$ cat src/slfc_pkg.sv
package slfc_pkg;

  typedef enum logic [1:0] {
    OP_RX_BYTE   = 2'd0,
    OP_SEND      = 2'd1,
    OP_INIT      = 2'd2,
    OP_TIMEOUT   = 2'd3
  } op_t;

  typedef enum logic [1:0] {
    KIND_LINK_BYTE = 2'd0,
    KIND_FRAME     = 2'd1,
    KIND_ECHO_OK   = 2'd2,
    KIND_INIT_FAIL = 2'd3
  } kind_t;

  localparam int unsigned BYTE_W  = 8;
  localparam int unsigned FRAME_W = 11;
  localparam int unsigned CMD_W   = 6;

  localparam logic [7:0] ACK_BYTE    = 8'h0D;
  localparam logic [7:0] MASK_CTRL   = 8'hC0;
  localparam logic [7:0] BIT_HIGH    = 8'h20;
  localparam logic [7:0] MASK_HI_7   = 8'h1E;
  localparam logic [7:0] MASK_HI_6   = 8'h1F;
  localparam logic [7:0] MASK_LO_7   = 8'h7F;
  localparam logic [7:0] MASK_LO_6   = 8'h3F;
  localparam logic [7:0] BIT_LOW     = 8'h80;

  typedef struct packed {
    kind_t                kind;
    logic [BYTE_W-1:0]    data_byte;
    logic [FRAME_W-1:0]   frame;
    logic                 last;
  } result_t;

  typedef struct packed {
    logic [BYTE_W-1:0]    high_byte;
    logic                 awaiting;
    logic [CMD_W-1:0]     pend_low;
  } codec_state_t;

endpackage

$ cat src/serial_loop_frame_codec.sv
// Channel   Handshake            Payload
// -------   ------------------   ---------------------------------------------
// in        in_valid / in_ready  in_operation, in_link_byte, in_frame_word
// out       out_valid/out_ready  out_result_kind, out_out_byte, out_out_frame,
//                                out_is_last
//
// An item is decoded in the cycle it is accepted and its results land in a
// two-entry result queue; the first result is visible in the next cycle.
// An item that gives one result, or none, can follow every cycle while the
// output takes results; an item that sends a high and a low byte holds
// in_ready low until the high byte has been taken from the queue.
// Reset (synchronous, rst_n low) clears the stored high byte, the echo wait
// and the queue. A stalled output keeps in_ready low once the queue cannot
// take a worst-case pair of results.
module serial_loop_frame_codec (
  input  logic                              clk,
  input  logic                              rst_n,
  input  logic                              in_valid,
  output logic                              in_ready,
  input  logic [1:0]                        in_operation,
  input  logic [slfc_pkg::BYTE_W-1:0]       in_link_byte,
  input  logic [slfc_pkg::FRAME_W-1:0]      in_frame_word,
  output logic                              out_valid,
  input  logic                              out_ready,
  output logic [1:0]                        out_result_kind,
  output logic [slfc_pkg::BYTE_W-1:0]       out_out_byte,
  output logic [slfc_pkg::FRAME_W-1:0]      out_out_frame,
  output logic                              out_is_last
);

  // Codec state: last high byte seen or sent, and the init echo wait.
  slfc_pkg::codec_state_t state_r, state_nxt;

  // Result queue; entry 0 is the head shown on the output ports.
  slfc_pkg::result_t q0_r, q0_nxt, q1_r, q1_nxt;
  logic [1:0]        count_r, count_nxt;

  slfc_pkg::result_t res0, res1;
  logic [1:0]        num_res;
  logic              in_acc, out_acc;

  slfc_step u_step (
    .operation  (slfc_pkg::op_t'(in_operation)),
    .link_byte  (in_link_byte),
    .frame_word (in_frame_word),
    .state_cur  (state_r),
    .state_nxt  (state_nxt),
    .num_res    (num_res),
    .res0       (res0),
    .res1       (res1)
  );

  assign out_valid = (count_r != 2'd0);
  assign out_acc   = out_valid && out_ready;
  // Accept only if the queue will be empty after this cycle's pop, so that
  // room for two results is always there.
  assign in_ready  = (count_r == 2'd0) || ((count_r == 2'd1) && out_ready);
  assign in_acc    = in_valid && in_ready;

  assign out_result_kind = q0_r.kind;
  assign out_out_byte    = q0_r.data_byte;
  assign out_out_frame   = q0_r.frame;
  assign out_is_last     = q0_r.last;

  always_comb begin
    q0_nxt    = q0_r;
    q1_nxt    = q1_r;
    count_nxt = count_r;
    if (in_acc) begin
      // The queue is empty after the pop, so the new results fill from the head.
      q0_nxt    = res0;
      q1_nxt    = res1;
      count_nxt = num_res;
    end else if (out_acc) begin
      q0_nxt    = q1_r;
      count_nxt = count_r - 2'd1;
    end
  end

  always_ff @(posedge clk) begin
    if (!rst_n) begin
      state_r <= '0;
      count_r <= 2'd0;
    end else begin
      if (in_acc) begin
        state_r <= state_nxt;
      end
      count_r <= count_nxt;
    end
  end

  always_ff @(posedge clk) begin
    q0_r <= q0_nxt;
    q1_r <= q1_nxt;
  end

  // The queue never holds more than two results.
  a_count_range: assert property (@(posedge clk) disable iff (!rst_n)
    count_r != 2'd3)
    else $error("result queue overfilled");

  // With two results queued the head is the high byte of a pair.
  a_pair_order: assert property (@(posedge clk) disable iff (!rst_n)
    (count_r == 2'd2) |-> (!q0_r.last && q1_r.last))
    else $error("result pair out of order");

  // An accepted init command always leaves the block waiting for its echo.
  a_init_waits: assert property (@(posedge clk) disable iff (!rst_n)
    (in_acc && (in_operation == slfc_pkg::OP_INIT)) |=> state_r.awaiting)
    else $error("init did not start echo wait");

  // A result that ends an item is never followed in the queue by another.
  a_last_tail: assert property (@(posedge clk) disable iff (!rst_n)
    (out_acc && out_is_last && !in_acc) |=> (count_r == 2'd0))
    else $error("result queued after last result");

endmodule

$ cat src/slfc_step.sv
// Combinational decode of one item against the current codec state.
module slfc_step (
  input  slfc_pkg::op_t                      operation,
  input  logic [slfc_pkg::BYTE_W-1:0]        link_byte,
  input  logic [slfc_pkg::FRAME_W-1:0]       frame_word,
  input  slfc_pkg::codec_state_t             state_cur,
  output slfc_pkg::codec_state_t             state_nxt,
  output logic [1:0]                         num_res,
  output slfc_pkg::result_t                  res0,
  output slfc_pkg::result_t                  res1
);

  logic [7:0] send_hi;
  logic [7:0] send_lo;
  logic [7:0] send_ref;
  logic [7:0] hi_sel;

  always_comb begin
    send_hi  = ({3'b000, frame_word[10:6]} & slfc_pkg::MASK_HI_7) | slfc_pkg::BIT_HIGH;
    send_lo  = ({1'b0, frame_word[6:0]} & slfc_pkg::MASK_LO_7) | slfc_pkg::BIT_LOW;
    // An init command compares against a cleared stored byte.
    send_ref = (operation == slfc_pkg::OP_INIT) ? 8'h00 : state_cur.high_byte;
    hi_sel   = '0;

    state_nxt = state_cur;
    num_res   = 2'd0;
    res0      = '{kind: slfc_pkg::KIND_LINK_BYTE, data_byte: '0, frame: '0, last: 1'b1};
    res1      = '{kind: slfc_pkg::KIND_LINK_BYTE, data_byte: '0, frame: '0, last: 1'b1};

    unique case (operation)
      slfc_pkg::OP_RX_BYTE: begin
        if (state_cur.awaiting) begin
          state_nxt.awaiting = 1'b0;
          num_res = 2'd1;
          res0.kind = (link_byte[5:0] == state_cur.pend_low) ?
                      slfc_pkg::KIND_ECHO_OK : slfc_pkg::KIND_INIT_FAIL;
        end else if ((link_byte & slfc_pkg::MASK_CTRL) == 8'h00) begin
          if (link_byte[5]) begin
            state_nxt.high_byte = link_byte;
            num_res = 2'd1;
            res0.data_byte = slfc_pkg::ACK_BYTE;
          end
        end else begin
          num_res   = 2'd1;
          res0.kind = slfc_pkg::KIND_FRAME;
          if (link_byte[7]) begin
            hi_sel     = state_cur.high_byte & slfc_pkg::MASK_HI_7;
            res0.frame = {hi_sel[4:0], 6'b0} | {4'b0, link_byte[6:0]};
          end else begin
            hi_sel     = state_cur.high_byte & slfc_pkg::MASK_HI_6;
            res0.frame = {hi_sel[4:0], link_byte[5:0]};
          end
        end
      end
      slfc_pkg::OP_SEND, slfc_pkg::OP_INIT: begin
        if (operation == slfc_pkg::OP_INIT) begin
          state_nxt.awaiting = 1'b1;
          state_nxt.pend_low = frame_word[5:0];
        end
        if (send_hi != send_ref) begin
          state_nxt.high_byte = send_hi;
          num_res        = 2'd2;
          res0.data_byte = send_hi;
          res0.last      = 1'b0;
          res1.data_byte = send_lo;
        end else begin
          state_nxt.high_byte = send_ref;
          num_res        = 2'd1;
          res0.data_byte = send_lo;
        end
      end
      slfc_pkg::OP_TIMEOUT: begin
        if (state_cur.awaiting) begin
          state_nxt.awaiting = 1'b0;
          num_res   = 2'd1;
          res0.kind = slfc_pkg::KIND_INIT_FAIL;
        end
      end
      default: begin
        num_res = 2'd0;
      end
    endcase
  end

endmodule
$ cat config.mk
export PLATFORM = sky130hd
export DESIGN_NAME = serial_loop_frame_codec
export DESIGN_NICKNAME = d
export VERILOG_FILES = /design/src/slfc_pkg.sv /design/src/serial_loop_frame_codec.sv /design/src/slfc_step.sv
export SDC_FILE = /design/constraint.sdc
export NUM_CORES = 1
export LEC_CHECK = 0
export BUFFER_PORTS_ARGS = -buffer_cell sky130_fd_sc_hd__clkbuf_2
export CAP_MARGIN = 20
export CORE_MARGIN = 4
export CORE_UTILIZATION = 35
export DETAILED_ROUTE_END_ITERATION = 12
export PLACE_DENSITY = 0.64
export SLEW_MARGIN = 20
export SYNTH_ARGS = -nofsm -noshare
export SYNTH_HDL_FRONTEND = slang
export SYNTH_SLANG_ARGS = --single-unit
$ cat constraint.sdc
create_clock -name clk -period 2.65 [get_ports clk]
set_input_delay 0.1325 -clock clk [delete_from_list [all_inputs] [get_ports clk]]
set_output_delay 0.1325 -clock clk [all_outputs]
set_load 0.005 [all_outputs]
==> results.sh <==
export IMPL_startpoint_type="flip-flop"
export IMPL_layout_nets=280
export IMPL_p_leak_uw=0.00116
export IMPL_area_growth_pct=19.0
export IMPL_cts_max_level=2
export IMPL_die_h_um=87.8
export IMPL_clock_latency_ps=300
export IMPL_synth_flop_cell="edfxtp_1"
export IMPL_cp_max_fo=9
export IMPL_status="finished, final reports clean"
export IMPL_ant_nets=0
export IMPL_maxSlewHeadroom_pct=59.2
export IMPL_nFillCells=599
export IMPL_place_gp_congestion=0.821
export IMPL_yosysSeqAreaShare_pct=55.7
export IMPL_hold_viol=0
export IMPL_synth_distinct_cells=37
export IMPL_drive_above_1_share_pct=26.1
export IMPL_ys_warn_count=0
export IMPL_synth_edf_count=30
export IMPL_final_common_cell="clkbuf_2"
export IMPL_synth_seq_cells=47
export IMPL_start_util_pct=36.8
export IMPL_grt_util_all_layers_pct=13.7
export IMPL_ioPinCount=49
export IMPL_clock_sinks=47
export IMPL_p_per_area_mw_per_mm2=682
export IMPL_tightest_slew_ps=612
export IMPL_finalSetupViolCount=0
export IMPL_crit_required_ps=2850
export IMPL_fin_skew_ps=4.86
export IMPL_port_buffers=48
export IMPL_grt_antenna_before_repair=0
export IMPL_drc=0
export IMPL_cts_root_buf="clkbuf_8"
export IMPL_rsz0062_at_grt="no"
export IMPL_critical_path_class="reg2reg"
export IMPL_layout_cells_non_filler=324
export IMPL_diodes=0
export IMPL_rows=28
export IMPL_dieArea_mm2=0.00771
export IMPL_grt_max_degree=27
export IMPL_wire_per_inst_um=15.5
export IMPL_syn_inst=197
export IMPL_dr_pass1_iters=4
export IMPL_synthTopCellsByArea="edfxtp_1, dfxtp_1, mux2i_1"
export IMPL_cp_arrival_ps=2100
export IMPL_vdd_drop_max_v=0.000300
export IMPL_cap_violations=0
export IMPL_drt_iter0_markers=67
export IMPL_cts_max_path_buffers=2
export IMPL_holdBufCountCts=0
export IMPL_grt_overflow=0
export IMPL_synth_area_per_cell_um2=11.3
export IMPL_tns_ps=0
export IMPL_core_area_mm2=0.00606
export IMPL_dp_hpwl_um=3670
export IMPL_yosysTopAreaCell="edfxtp_1"
export IMPL_min_path_type="in2reg"
export IMPL_grt_pass1_wl_um=7850
export IMPL_cp_end_kind="flip-flop"
export IMPL_cts_resized=0
export IMPL_drt_wl_total_um=5010
export IMPL_vias=1614
export IMPL_layout_common_cells="clkbuf_2, edfxtp_1, dfxtp_1, nor2_1, mux2i_1"
export IMPL_finalCritPeriodShare_pct=71.8
export IMPL_dp_cells=316
export IMPL_vias_per_cell=4.98
export IMPL_grt_pass1_vias=1588
export IMPL_cts_made_buffers=5
export IMPL_yosysTopAreaCellShare_pct=40.4
export IMPL_async_flop_share_pct=0
export IMPL_clk_pin_slew_ps=80
export IMPL_die_w_um=87.8
export IMPL_syn_nets=229
export IMPL_synth_area_mm2=0.00223
export IMPL_max_freq_ghz=0.526
export IMPL_period_needed_ps=1900
export IMPL_post_cts_setup_buffers=0
export IMPL_cts_tree="done"
export IMPL_maxSlewViolCount=0
cell usage after synthesis (3+ instances only):
| cell type | count |
|---|---|
| dfxtp_1 | 17 |
| xor2_1 | 7 |
| clkbuf_1 | 4 |
| nor3_1 | 3 |
| nand3_1 | 4 |
| edfxtp_1 | 30 |
| a211oi_1 | 4 |
| nand2_1 | 11 |
| and3_1 | 11 |
| o21a_1 | 5 |
| nor2_1 | 16 |
| and2_1 | 11 |
| xnor2_1 | 3 |
| ha_1 | 7 |
| o21ai_0 | 9 |
| mux2i_1 | 16 |
| inv_1 | 8 |
| buf_2 | 3 |
| a21oi_1 | 10 |
through the flow:
| stage | total power (µW) | util, % | setup WS [ps] | cell area, µm² | hold slack (ps) |
|---|---|---|---|---|---|
| after global placement | 1360 | 42.1 | 584 | 2550 | 416 |
| after floorplan | 1190 | - | 803 | 2230 | 250 |
| after CTS | 1830 | 43.7 | 744 | 2650 | 101 |
| after global routing | 1910 | 43.7 | 573 | 2650 | 115 |
| final | 1810 | 43.7 | 747 | 2650 | 108 |
| after detailed placement | 1370 | 42.1 | 537 | 2550 | 412 |
worst max-delay path, cell delays in order (launching register included):
cell,delay (ps)
dfxtp_1,410
nor3_1,380
and3_1,320
o21a_1,370
a21boi_0,140
o21a_1,180
where the power goes:
group	leakage, µW	switching [µW]	total [µW]	internal [µW]
registers	0.000439	36.4	949	913
clock network	0.0000515	228	466	238
logic	0.000670	232	393	161
registers in the layout (all words and copies together) (netlist names):
register and cells:
out_out_byte 8, state_r 15, out_is_last 1, out_out_frame 11
out_result_kind 2, q1_r 8, count_r 2
cell type report:
| cell class | count | area (µm²) | area share, % |
|---|---|---|---|
| inverters | 8 | 30.0 | 1.13 |
| flip-flops and latches | 47 | 1240 | 46.8 |
| repair buffers | 52 | 270 | 10.2 |
| multi-input cells | 134 | 916 | 34.5 |
| clock buffers | 8 | 100 | 3.78 |
| well taps | 75 | 93.8 | 3.54 |
path summary, 6_finish.rpt:
kind                            startpoint  slack (ps)                        to  cells past startpoint
hold reg to reg   state_r[14]$_SDFFE_PN0P_         480  state_r[14]$_SDFFE_PN0P_                      1
hold / removal            in_frame_word[5]         110   state_r[5]$_SDFFE_PN0P_                      3
setup / recovery   state_r[6]$_SDFFE_PN0P_         750  state_r[12]$_SDFFE_PN0P_                      5
setup reg to reg   state_r[6]$_SDFFE_PN0P_         750  state_r[12]$_SDFFE_PN0P_                      5
logic make-up (layout without fill, tap and decap cells):
kind of cell / Yosys count / in the layout / synth area share (%)
muxes: 17 / 17 / 7.69
adders and majority gates: 7 / 7 / 3.93
AOI/OAI and AO/OA: 34 / 34 / 9.60
buffers and inverters: 16 / 68 / 3.20
xor gates and xnor gates: 10 / 10 / 3.93
DFF: 47 / 47 / 55.7
and+or+nand+nor: 66 / 66 / 15.9
layer usage:
metal / share of wire (%) / routed length (µm) / GRT usage (%)
met1: 45 / 2240 / 17.0
met2: 48 / 2380 / 22.6
met3: 5.6 / 280 / 3.86
met4: 2.1 / 107 / 5.30
met5: 0 / 0 / 0
(Power assumes the default switching activity.)
